**src/hw/rtl/tksd_pkg.sv**
```systemverilog
package tksd_pkg;

  localparam int unsigned StoreDepth = 5;

  // Byte values of interest
  localparam logic [7:0] BYTE_BS    = 8'h08;
  localparam logic [7:0] BYTE_TAB   = 8'h09;
  localparam logic [7:0] BYTE_CR    = 8'h0d;
  localparam logic [7:0] BYTE_ESC   = 8'h1b;
  localparam logic [7:0] BYTE_DEL   = 8'h7f;
  localparam logic [7:0] BYTE_CTRLZ = 8'h1a;
  localparam logic [7:0] BYTE_LBRK  = 8'h5b;
  localparam logic [7:0] BYTE_TILDE = 8'h7e;
  localparam logic [7:0] BYTE_ZERO  = 8'h30;
  localparam logic [7:0] BYTE_NINE  = 8'h39;
  localparam logic [7:0] CHAR_A     = 8'h41;
  localparam logic [7:0] CHAR_B     = 8'h42;
  localparam logic [7:0] CHAR_C     = 8'h43;
  localparam logic [7:0] CHAR_D     = 8'h44;
  localparam logic [7:0] CHAR_E     = 8'h45;
  localparam logic [7:0] CHAR_F     = 8'h46;
  localparam logic [7:0] CHAR_G     = 8'h47;
  localparam logic [7:0] CHAR_H     = 8'h48;
  localparam logic [7:0] CHAR_1     = 8'h31;
  localparam logic [7:0] CHAR_2     = 8'h32;
  localparam logic [7:0] CHAR_3     = 8'h33;
  localparam logic [7:0] CHAR_4     = 8'h34;
  localparam logic [7:0] CHAR_5     = 8'h35;
  localparam logic [7:0] CHAR_6     = 8'h36;
  localparam logic [20:0] CTRL_OFFSET = 21'h60;

  // Named key codes
  localparam logic [4:0] KEY_BKSP  = 5'd0;
  localparam logic [4:0] KEY_TAB   = 5'd1;
  localparam logic [4:0] KEY_ENTER = 5'd2;
  localparam logic [4:0] KEY_ESC   = 5'd3;
  localparam logic [4:0] KEY_UP    = 5'd4;
  localparam logic [4:0] KEY_DOWN  = 5'd5;
  localparam logic [4:0] KEY_LEFT  = 5'd6;
  localparam logic [4:0] KEY_RIGHT = 5'd7;
  localparam logic [4:0] KEY_INS   = 5'd8;
  localparam logic [4:0] KEY_DEL   = 5'd9;
  localparam logic [4:0] KEY_HOME  = 5'd10;
  localparam logic [4:0] KEY_END   = 5'd11;
  localparam logic [4:0] KEY_PGUP  = 5'd12;
  localparam logic [4:0] KEY_PGDN  = 5'd13;
  localparam logic [4:0] KEY_KP5   = 5'd14;
  localparam logic [4:0] KEY_F1    = 5'd16;

  typedef struct packed {
    logic [StoreDepth-1:0][7:0] bytes;
    logic [2:0]                 n;
  } chunk_t;

  typedef struct packed {
    logic        is_named_key;
    logic [4:0]  key_code;
    logic [20:0] char_code;
    logic        shift;
    logic        alt;
    logic        ctrl;
  } key_t;

  typedef struct packed {
    logic ok;
    key_t key;
  } res_t;

endpackage

```
**src/hw/rtl/tksd_ifs.sv**
```systemverilog
interface tksd_in_if;
  logic       valid;
  logic       ready;
  logic [7:0] byte_req;
  logic       last;

  modport source (output valid, output byte_req, output last, input ready);
  modport sink (input valid, input byte_req, input last, output ready);
endinterface

interface tksd_out_if;
  logic        valid;
  logic        ready;
  logic        is_named_key;
  logic [4:0]  key_code;
  logic [20:0] char_code;
  logic        shift;
  logic        alt;
  logic        ctrl;

  modport source (output valid, output is_named_key, output key_code, output char_code,
                  output shift, output alt, output ctrl, input ready);
  modport sink (input valid, input is_named_key, input key_code, input char_code,
                input shift, input alt, input ctrl, output ready);
endinterface

```
**src/hw/rtl/tksd_capture.sv**
```systemverilog
module tksd_capture (
  input  logic             clk,
  input  logic             rst_n,
  tksd_in_if.sink          in_ch,
  input  logic             chunk_ready,
  output logic             chunk_valid,
  output tksd_pkg::chunk_t chunk
);
  import tksd_pkg::*;

  logic [7:0] store_r [StoreDepth];
  logic [2:0] count_r, count_nxt;
  logic       chunk_valid_r, chunk_valid_nxt;
  chunk_t     chunk_r, chunk_nxt;
  logic       accept;
  logic       full;

  assign full        = (count_r == 3'(StoreDepth));
  assign in_ch.ready = !chunk_valid_r || chunk_ready;
  assign accept      = in_ch.valid && in_ch.ready;
  assign chunk_valid = chunk_valid_r;
  assign chunk       = chunk_r;

  always_comb begin
    count_nxt = count_r;
    if (accept) begin
      if (in_ch.last) begin
        count_nxt = 3'd0;
      end else if (!full) begin
        count_nxt = count_r + 3'd1;
      end
    end
  end

  // The word carrying the end mark is folded into the snapshot directly,
  // so the decoder sees the whole chunk in the cycle after that word is taken.
  always_comb begin
    for (int i = 0; i < StoreDepth; i++) begin
      chunk_nxt.bytes[i] = (count_r == 3'(i)) ? in_ch.byte_req : store_r[i];
    end
    chunk_nxt.n = full ? count_r : count_r + 3'd1;
  end

  always_comb begin
    chunk_valid_nxt = chunk_valid_r && !chunk_ready;
    if (accept && in_ch.last) begin
      chunk_valid_nxt = 1'b1;
    end
  end

  always_ff @(posedge clk) begin
    for (int i = 0; i < StoreDepth; i++) begin
      if (accept && count_r == 3'(i)) begin
        store_r[i] <= in_ch.byte_req;
      end
    end
    if (accept && in_ch.last) begin
      chunk_r <= chunk_nxt;
    end
  end

  always_ff @(posedge clk) begin
    if (!rst_n) begin
      count_r       <= 3'd0;
      chunk_valid_r <= 1'b0;
    end else begin
      count_r       <= count_nxt;
      chunk_valid_r <= chunk_valid_nxt;
    end
  end

endmodule

```
**src/hw/rtl/tksd_decode.sv**
```systemverilog
module tksd_decode (
  input  logic             clk,
  input  logic             rst_n,
  input  logic             chunk_valid,
  input  tksd_pkg::chunk_t chunk,
  output logic             chunk_ready,
  tksd_out_if.source       out_ch
);
  import tksd_pkg::*;

  function automatic res_t give_named(input logic [4:0] code, input logic shift_in,
                                      input logic alt_in);
    res_t r;
    r                  = '0;
    r.ok               = 1'b1;
    r.key.is_named_key = 1'b1;
    r.key.key_code     = code;
    r.key.shift        = shift_in;
    r.key.alt          = alt_in;
    return r;
  endfunction

  // Single byte forms, including a UTF-8 sequence that starts at pos.
  function automatic res_t decode_single(input chunk_t ch, input logic pos,
                                         input logic alt_in);
    logic [7:0]  c;
    logic [7:0]  d;
    logic [1:0]  k;
    logic [2:0]  remain;
    logic [2:0]  idx;
    logic [20:0] cp;
    logic        bad;
    res_t        r;
    c      = pos ? ch.bytes[1] : ch.bytes[0];
    k      = 2'd0;
    cp     = 21'(c);
    bad    = 1'b0;
    r      = '0;
    remain = ch.n - 3'(pos) - 3'd1;
    case (c)
      BYTE_BS, BYTE_DEL: r = give_named(KEY_BKSP, 1'b0, alt_in);
      BYTE_TAB:          r = give_named(KEY_TAB, 1'b0, alt_in);
      BYTE_CR:           r = give_named(KEY_ENTER, 1'b0, alt_in);
      BYTE_ESC:          r = give_named(KEY_ESC, 1'b0, alt_in);
      default: begin
        if (c != 8'h00 && c <= BYTE_CTRLZ) begin
          r.key.char_code = 21'(c) + CTRL_OFFSET;
          r.key.ctrl      = 1'b1;
        end else if (c[7]) begin
          if (c[7:5] == 3'b110) begin
            k  = 2'd1;
            cp = 21'(c[4:0]);
          end else if (c[7:4] == 4'b1110) begin
            k  = 2'd2;
            cp = 21'(c[3:0]);
          end else if (c[7:3] == 5'b11110) begin
            k  = 2'd3;
            cp = 21'(c[2:0]);
          end else begin
            bad = 1'b1;
          end
          if (remain < {1'b0, k}) begin
            bad = 1'b1;
          end
          for (int i = 1; i <= 3; i++) begin
            idx = 3'(pos) + 3'(i);
            d   = ch.bytes[idx];
            if (2'(i) <= k) begin
              if (d[7:6] != 2'b10) begin
                bad = 1'b1;
              end
              cp = {cp[14:0], d[5:0]};
            end
          end
          r.key.char_code = cp;
        end else begin
          r.key.char_code = cp;
        end
        r.key.alt = alt_in;
        r.ok      = !bad;
      end
    endcase
    return r;
  endfunction

  function automatic res_t decode_chunk(input chunk_t ch);
    logic [7:0] b0;
    logic [7:0] b1;
    logic [7:0] b2;
    logic [7:0] b3;
    logic [7:0] b4;
    logic [7:0] fkey;
    logic [6:0] num;
    logic [6:0] code7;
    res_t       r;
    b0    = ch.bytes[0];
    b1    = ch.bytes[1];
    b2    = ch.bytes[2];
    b3    = ch.bytes[3];
    b4    = ch.bytes[4];
    fkey  = b3 - CHAR_A + 8'(KEY_F1);
    num   = 7'(b2[3:0]) * 7'd10 + 7'(b3[3:0]);
    code7 = 7'd0;
    r     = '0;
    if (b0 != BYTE_ESC) begin
      r = decode_single(ch, 1'b0, 1'b0);
    end else if (ch.n == 3'd1) begin
      r = give_named(KEY_ESC, 1'b0, 1'b0);
    end else if (ch.n == 3'd2) begin
      r = decode_single(ch, 1'b1, 1'b1);
    end else if (b1 != BYTE_LBRK) begin
      r = give_named(KEY_ESC, 1'b0, 1'b0);
    end else begin
      case (b2)
        CHAR_A: r = give_named(KEY_UP, 1'b0, 1'b0);
        CHAR_B: r = give_named(KEY_DOWN, 1'b0, 1'b0);
        CHAR_C: r = give_named(KEY_RIGHT, 1'b0, 1'b0);
        CHAR_D: r = give_named(KEY_LEFT, 1'b0, 1'b0);
        CHAR_F: r = give_named(KEY_END, 1'b0, 1'b0);
        CHAR_G: r = give_named(KEY_KP5, 1'b0, 1'b0);
        CHAR_H: r = give_named(KEY_HOME, 1'b0, 1'b0);
        BYTE_LBRK: begin
          if (ch.n >= 3'd4 && b3 >= CHAR_A && b3 <= CHAR_E) begin
            r = give_named(fkey[4:0], 1'b0, 1'b0);
          end
        end
        default: begin
          if (ch.n < 3'd4) begin
            r = '0;
          end else if (b3 == BYTE_TILDE) begin
            case (b2)
              CHAR_1:  r = give_named(KEY_HOME, 1'b0, 1'b0);
              CHAR_2:  r = give_named(KEY_INS, 1'b0, 1'b0);
              CHAR_3:  r = give_named(KEY_DEL, 1'b0, 1'b0);
              CHAR_4:  r = give_named(KEY_END, 1'b0, 1'b0);
              CHAR_5:  r = give_named(KEY_PGUP, 1'b0, 1'b0);
              CHAR_6:  r = give_named(KEY_PGDN, 1'b0, 1'b0);
              default: r = '0;
            endcase
          end else if (ch.n >= 3'd5 && b2 >= BYTE_ZERO && b2 <= BYTE_NINE &&
                       b3 >= BYTE_ZERO && b3 <= BYTE_NINE && b4 == BYTE_TILDE) begin
            // Two-digit function codes: f6-f12 plain, f1-f8 with shift.
            if (num >= 7'd17 && num <= 7'd21) begin
              code7 = num + 7'd4;
              r     = give_named(code7[4:0], 1'b0, 1'b0);
            end else if (num == 7'd23 || num == 7'd24) begin
              code7 = num + 7'd3;
              r     = give_named(code7[4:0], 1'b0, 1'b0);
            end else if (num == 7'd25 || num == 7'd26) begin
              code7 = num - 7'd9;
              r     = give_named(code7[4:0], 1'b1, 1'b0);
            end else if (num == 7'd28 || num == 7'd29) begin
              code7 = num - 7'd10;
              r     = give_named(code7[4:0], 1'b1, 1'b0);
            end else if (num >= 7'd31 && num <= 7'd34) begin
              code7 = num - 7'd11;
              r     = give_named(code7[4:0], 1'b1, 1'b0);
            end
          end
        end
      endcase
    end
    return r;
  endfunction

  res_t res;
  key_t key_r;
  logic out_valid_r, out_valid_nxt;
  logic out_free;

  assign res         = decode_chunk(chunk);
  assign out_free    = !out_valid_r || out_ch.ready;
  assign chunk_ready = out_free;

  // A chunk that decodes to nothing is simply dropped here.
  always_comb begin
    out_valid_nxt = out_valid_r;
    if (out_free) begin
      out_valid_nxt = chunk_valid && res.ok;
    end
  end

  always_ff @(posedge clk) begin
    if (out_free) begin
      key_r <= res.key;
    end
  end

  always_ff @(posedge clk) begin
    if (!rst_n) begin
      out_valid_r <= 1'b0;
    end else begin
      out_valid_r <= out_valid_nxt;
    end
  end

  assign out_ch.valid        = out_valid_r;
  assign out_ch.is_named_key = key_r.is_named_key;
  assign out_ch.key_code     = key_r.key_code;
  assign out_ch.char_code    = key_r.char_code;
  assign out_ch.shift        = key_r.shift;
  assign out_ch.alt          = key_r.alt;
  assign out_ch.ctrl         = key_r.ctrl;

endmodule

```
**src/hw/rtl/terminal_key_sequence_decoder.sv**
```systemverilog
// Keyboard escape sequence decoder. Words of a keyboard chunk enter one per cycle on in_ch,
// the final word marked by last; the first five words of a chunk are kept and later ones are
// ignored. The key press for a chunk goes via the chunk snapshot, then the decoded result, to
// out_ch: a named key or a code point with shift, alt and ctrl flags. Chunks that form no known
// key give no output. A new word can be taken in every cycle; the rate is set by the two
// register stages (chunk snapshot, then decoded result), and the input only stalls while out_ch
// holds a result that has not been taken and a further chunk is already waiting to be decoded.
module terminal_key_sequence_decoder (
  input  logic       clk,
  input  logic       rst_n,
  tksd_in_if.sink    in_ch,
  tksd_out_if.source out_ch
);
  import tksd_pkg::*;

  logic   chunk_valid;
  logic   chunk_ready;
  chunk_t chunk;

  tksd_capture u_capture (
    .clk         (clk),
    .rst_n       (rst_n),
    .in_ch       (in_ch),
    .chunk_ready (chunk_ready),
    .chunk_valid (chunk_valid),
    .chunk       (chunk)
  );

  tksd_decode u_decode (
    .clk         (clk),
    .rst_n       (rst_n),
    .chunk_valid (chunk_valid),
    .chunk       (chunk),
    .chunk_ready (chunk_ready),
    .out_ch      (out_ch)
  );

endmodule

```
**src/flat_wrapper.sv**
```systemverilog
// flat-port wrapper written by rule: the top's interface ports become plain ports
module terminal_key_sequence_decoder_flat import tksd_pkg::*;
  (clk, rst_n, in_ch_valid, in_ch_byte_req, in_ch_last, in_ch_ready, out_ch_valid, out_ch_is_named_key, out_ch_key_code, out_ch_char_code, out_ch_shift, out_ch_alt, out_ch_ctrl, out_ch_ready);
  tksd_in_if in_ch_i ();
  tksd_out_if out_ch_i ();
  input  logic clk;
  input  logic rst_n;
  input wire logic [$bits(in_ch_i.valid)-1:0] in_ch_valid;
  input wire logic [$bits(in_ch_i.byte_req)-1:0] in_ch_byte_req;
  input wire logic [$bits(in_ch_i.last)-1:0] in_ch_last;
  output wire logic [$bits(in_ch_i.ready)-1:0] in_ch_ready;
  output wire logic [$bits(out_ch_i.valid)-1:0] out_ch_valid;
  output wire logic [$bits(out_ch_i.is_named_key)-1:0] out_ch_is_named_key;
  output wire logic [$bits(out_ch_i.key_code)-1:0] out_ch_key_code;
  output wire logic [$bits(out_ch_i.char_code)-1:0] out_ch_char_code;
  output wire logic [$bits(out_ch_i.shift)-1:0] out_ch_shift;
  output wire logic [$bits(out_ch_i.alt)-1:0] out_ch_alt;
  output wire logic [$bits(out_ch_i.ctrl)-1:0] out_ch_ctrl;
  input wire logic [$bits(out_ch_i.ready)-1:0] out_ch_ready;
  assign in_ch_i.valid = in_ch_valid;
  assign in_ch_i.byte_req = in_ch_byte_req;
  assign in_ch_i.last = in_ch_last;
  assign in_ch_ready = in_ch_i.ready;
  assign out_ch_valid = out_ch_i.valid;
  assign out_ch_is_named_key = out_ch_i.is_named_key;
  assign out_ch_key_code = out_ch_i.key_code;
  assign out_ch_char_code = out_ch_i.char_code;
  assign out_ch_shift = out_ch_i.shift;
  assign out_ch_alt = out_ch_i.alt;
  assign out_ch_ctrl = out_ch_i.ctrl;
  assign out_ch_i.ready = out_ch_ready;
  terminal_key_sequence_decoder u_core (.clk(clk), .rst_n(rst_n), .in_ch(in_ch_i), .out_ch(out_ch_i));
endmodule
```
**config.mk**
```make
export PLATFORM = sky130hd
export DESIGN_NAME = terminal_key_sequence_decoder_flat
export DESIGN_NICKNAME = d
export VERILOG_FILES = /design/src/hw/rtl/tksd_pkg.sv /design/src/hw/rtl/tksd_ifs.sv /design/src/hw/rtl/tksd_capture.sv /design/src/hw/rtl/tksd_decode.sv /design/src/hw/rtl/terminal_key_sequence_decoder.sv /design/src/flat_wrapper.sv
export SDC_FILE = /design/constraint.sdc
export NUM_CORES = 1
export LEC_CHECK = 0
export BUFFER_PORTS_ARGS = -buffer_cell sky130_fd_sc_hd__buf_2
export CAP_MARGIN = 20
export CORE_MARGIN = 2
export CORE_UTILIZATION = 55
export CTS_CLUSTER_DIAMETER = 40
export DETAILED_ROUTE_END_ITERATION = 7
export PLACE_DENSITY = 0.78
export SLEW_MARGIN = 0
export SYNTH_ARGS = -nofsm -noshare
export SYNTH_HDL_FRONTEND = slang
export SYNTH_SLANG_ARGS = --single-unit
export TNS_END_PERCENT = 30
```
**constraint.sdc**
```tcl
create_clock -name clk -period 5.2 [get_ports clk]
set_clock_uncertainty 0.05 [all_clocks]
set_input_delay 0.52 -clock clk [delete_from_list [all_inputs] [get_ports clk]]
set_output_delay 0.52 -clock clk [all_outputs]
set_load 0.02 [all_outputs]
```
==> results.md <==
- Summed over all cells, the static leakage comes to between 3 and 4 nW.
- The global-route usage over all layers is between 30% and 40%.
- Summing the areas of all xor and xnor instances in the mapped netlist gives 2.39% of the synthesized area.
- The finished layout cell area is 0.00790 mm^2.
- Based on the critical path, the design can be clocked at up to 237 MHz.
- The maximum buffer depth of the clock tree is 2.
- The number of antenna diodes in the final layout is 0.
- The count of nets after finishing is 785.
- The number of instances in the placed design is 877.
- The effective utilization at floorplan is 56.9%.
- The first detailed-routing pass took 6 iterations.
- The detailed-placement wirelength estimate is 14.1 mm.
- The data arrival at the endpoint of the critical path is ~4.3 ns.
- Summing the areas of all compound-gate instances in the mapped netlist gives 18.3% of the synthesized area.
- The remaining global-route overflow is 0.
- The floorplan step defined a die boundary enclosing 0.0135 mm^2.
- Post-CTS timing repair inserted 0 buffers for setup.
- Of the total synthesized cell area, the portion taken by AND, OR, NAND and NOR gates is 15.1%.
- The synthesized design contains 118 register bits.
- The multi-input combinational cells in the finished layout cover a total of 0.00360 mm^2.
- The nature of the critical path startpoint is a register.
- Setup repair after global routing left no endpoint under its margin.
- In the synthesized netlist, the cells that appear most often are sky130_fd_sc_hd__edfxtp_1 (73), sky130_fd_sc_hd__nand2_1 (73), sky130_fd_sc_hd__a21oi_1 (51).
- The count of yosys warnings during synthesis is 0.
- The horizontal die dimension is about 120 um.
- The final core utilization is 65.0%.
- The count of filler cells inserted in the layout is 968.
- The core region is 0.0122 mm^2.
- Routability-driven placement finished with a final weighted congestion of 1.02.
- By area the synthesized netlist is led by sky130_fd_sc_hd__edfxtp_1 (32%), sky130_fd_sc_hd__dfxtp_1 (13%), sky130_fd_sc_hd__ha_1 (7.4%).
- The final count of pins violating max slew is 0.
- In this run the cell area of the synthesized design comes to 0.00692 mm^2.
- CTS built an H-tree with a depth of 4.
- The top-area cell type share of the netlist area is between 30% and 40%.
- The critical path endpoint category is a register.
- The post-detailed-route DRC marker count is 0.
- The tree built by TritonCTS fans out to 118 sinks.
- The maximum vdd drop is 0.318 mV.
- At the worst endpoint, the required time is 5.30 ns.
- The layout cell share with drive strength beyond 1 is 18.7%.
- The transition time of the tightest slew-check pin is between 0.9 and 1 ns.
- The largest total area in the synthesized netlist belongs to sky130_fd_sc_hd__edfxtp_1.
- The summed negative setup slack over all endpoints is 0 ns.
- In this run the count of I/O pins placed on the die edge is 45.
- The largest net degree at the start of global routing is 44.
- The kind of critical path is register to register.
- The headroom to the max-slew limit is about a third.
- Total power for the finished layout comes to 0.00290 W.
- The CTS tree is built.
- The number of distinct library cells after synthesis is 78.
- The number of buffers inserted by port buffering is 44.
- The number of enable flip-flop cells after synthesis is 73.
- Relative to the synthesized area, the layout overhead comes to 14.1%.
- The post-synth net total is 748.
- By area, the combinational part of the netlist is dominated by compound AO/OA/AOI/OAI gates.
- The run finished with clean final reports.
- The number of hold violations in the final report was 0.
- The final standard cell count with taps included and fillers excluded is 910.
- The number of global-route vias before repair is 5429.
- The detailed router placed 5824 vias in this run.
- The clock period could shrink to 4.23 ns.
- After technology mapping, the gate count stands at 692.
- In this run the cell area measured after placement is 0.00726 mm^2.
- Dividing the detail-routed wire length by the instance count gives ~22 um.
- After synthesis, the share of flip-flops with an asynchronous set or reset is 0%.
- A synthesized cell averages between 10 and 15 um^2.
- After detailed routing, the total wire length is 19.8 mm.
- The count of endpoints failing setup in the final report is 0.
- The multiplexer area fraction after synthesis is 8.26%.
- The initial DRC count is 698.
- TritonCTS created 17 clock buffers.
- The most frequently used flop master after synthesis is sky130_fd_sc_hd__edfxtp_1.
- The tool flagged a number of max-cap violations equal to 0.
- After floorplanning, the core was divided into 40 placement rows.
- The later pin in the worst-skew pair is clocked with a latency of between 0.4 and 0.5 ns.
- The remaining antenna violation count is 0.
- The detailed-route vias per instance is 6.40.
- Dividing total power by cell area gives a power density of 366 mW/mm^2.
- The number of gates resized after cts is 0.
- The number of buffers inserted for hold repair after clock tree synthesis is 0.
- Registers take 0.00309 mm^2.
- The worst hold path belongs to the class input pin to register.
- The wire length of the first global-routing pass is 30.5 mm.
- In this run the clock root is driven by a sky130_fd_sc_hd__clkbuf_16.
- The final cycle utilization of the critical path is 81.3%.
- Of the synthesized area, sequential elements account for 44.7%.
- Measured along the y axis, the die boundary spans 116 um.
- The adder-cell area share of the yosys netlist is 7.99%.
- The maximum fanout along the worst path is 14.
- The initial antenna violation count came to 0.
- Clock-pin slew was measured on the worst setup and hold paths at approximately 0.060 ns.
power by group:
group          switching [W]  internal (W)  total (W)
sequential         0.0000855       0.00110    0.00118
combinational       0.000288      0.000188   0.000477
clock               0.000469      0.000765    0.00123
registers in the layout, summed over array words and instances (netlist names), 3 cells and up:
| signal | cells |
|---|---|
| u_core.u_capture.chunk | 43 |
| u_core.u_capture.store_r | 40 |
| u_core.u_decode.out_ch.char_code | 21 |
| u_core.u_decode.out_ch.key_code | 5 |
| u_core.u_capture.count_r | 3 |
through the flow:
| step | hold WS (ns) | setup WS (ns) |
|---|---|---|
| detailed placement | 0.409 | 1.08 |
| finish | 0.353 | 0.973 |
| floorplan | 0.396 | 1.38 |
| global route | 0.356 | 0.695 |
| global placement | 0.401 | 1.09 |
| CTS | 0.339 | 1.05 |
layout by cell type, fill, tap and decap left out, types with 5 or more instances in the layout:
cell type                   synthesis  routed
sky130_fd_sc_hd__nor3_1            19      19
sky130_fd_sc_hd__a22oi_1           10      10
sky130_fd_sc_hd__a211oi_1           6       6
sky130_fd_sc_hd__clkbuf_16          0      17
sky130_fd_sc_hd__inv_6              0       5
sky130_fd_sc_hd__xor2_1             5       5
sky130_fd_sc_hd__mux2i_1           11      11
sky130_fd_sc_hd__o211ai_1           8       8
sky130_fd_sc_hd__o22ai_1           22      22
sky130_fd_sc_hd__o21ai_0           38      38
sky130_fd_sc_hd__nor2b_1           10      10
sky130_fd_sc_hd__buf_2              0      44
sky130_fd_sc_hd__o21a_1             8       8
sky130_fd_sc_hd__nor2_1            42      42
sky130_fd_sc_hd__inv_1             26      26
sky130_fd_sc_hd__a21oi_1           51      51
sky130_fd_sc_hd__nand2b_1           7       7
sky130_fd_sc_hd__nand3_1           10      10
sky130_fd_sc_hd__xnor2_1           12      12
sky130_fd_sc_hd__dfxtp_1           45      45
sky130_fd_sc_hd__mux2_2            41      41
sky130_fd_sc_hd__or3_1              6       6
sky130_fd_sc_hd__and2_1             7       7
sky130_fd_sc_hd__o221ai_1           5       5
sky130_fd_sc_hd__nand2_1           73      73
sky130_fd_sc_hd__edfxtp_1          73      73
sky130_fd_sc_hd__ha_1              41      41
per-layer routing:
| layer | vias up | routed length (um) | track usage [%] |
|---|---|---|---|
| li1 | 2667 | - | - |
| met1 | 2759 | 8700 | 43.0 |
| met2 | 345 | 8740 | 45.6 |
| met3 | 53 | 1850 | 7.27 |
| met4 | 0 | 524 | 11.3 |
| met5 | - | 0 | 0 |
area by class of cell:
type	instances	area share, %
clock buffers	17	5.38
clock inverters	15	2.42
inverters	27	1.28
multi-input cells	516	45.6
flip-flops and latches	118	39.1
well taps	168	2.66
repair buffers	49	3.52
worst paths after layout:
| kind | startpoint | end | slack [ns] | cells past startpoint |
|---|---|---|---|---|
| hold / removal | rst_n | u_core.u_capture.count_r[1]$_SDFFE_PN0P_ | 0.35 | 2 |
| setup / recovery | u_core.u_capture.chunk[19]$_DFFE_PP_ | u_core.u_decode.out_ch.is_named_key$_DFFE_PP_ | 0.97 | 13 |
| setup reg to reg | u_core.u_capture.chunk[19]$_DFFE_PP_ | u_core.u_decode.out_ch.is_named_key$_DFFE_PP_ | 0.97 | 13 |
| hold reg to reg | u_core.u_capture.store_r[0][13]$_DFF_P_ | u_core.u_capture.store_r[0][13]$_DFF_P_ | 0.42 | 1 |
cell families (layout without fill, tap and decap cells):
family                     count (synthesis)  after routing
AOI/OAI and AO/OA                        192            192
xor gates and xnor gates                  18             18
adders and majority gates                 43             43
buffers and inverters                     58            108
DFF                                      118            118
muxes                                     52             52
and+or+nand+nor                          211            211
critical path, cell delays in order (launching register included):
cell and delay [ns]:
sky130_fd_sc_hd__edfxtp_1 0.64, sky130_fd_sc_hd__ha_1 0.27, sky130_fd_sc_hd__inv_1 0.06, sky130_fd_sc_hd__fa_1 0.41
sky130_fd_sc_hd__xnor2_1 0.50, sky130_fd_sc_hd__inv_1 0.24, sky130_fd_sc_hd__ha_1 0.29, sky130_fd_sc_hd__a22o_1 0.24
sky130_fd_sc_hd__or2_2 0.30, sky130_fd_sc_hd__o311a_1 0.15, sky130_fd_sc_hd__o21ai_0 0.19, sky130_fd_sc_hd__a21oi_1 0.09
sky130_fd_sc_hd__a211oi_1 0.41, sky130_fd_sc_hd__a21oi_1 0.12
Power figures use the tool's default switching activity.
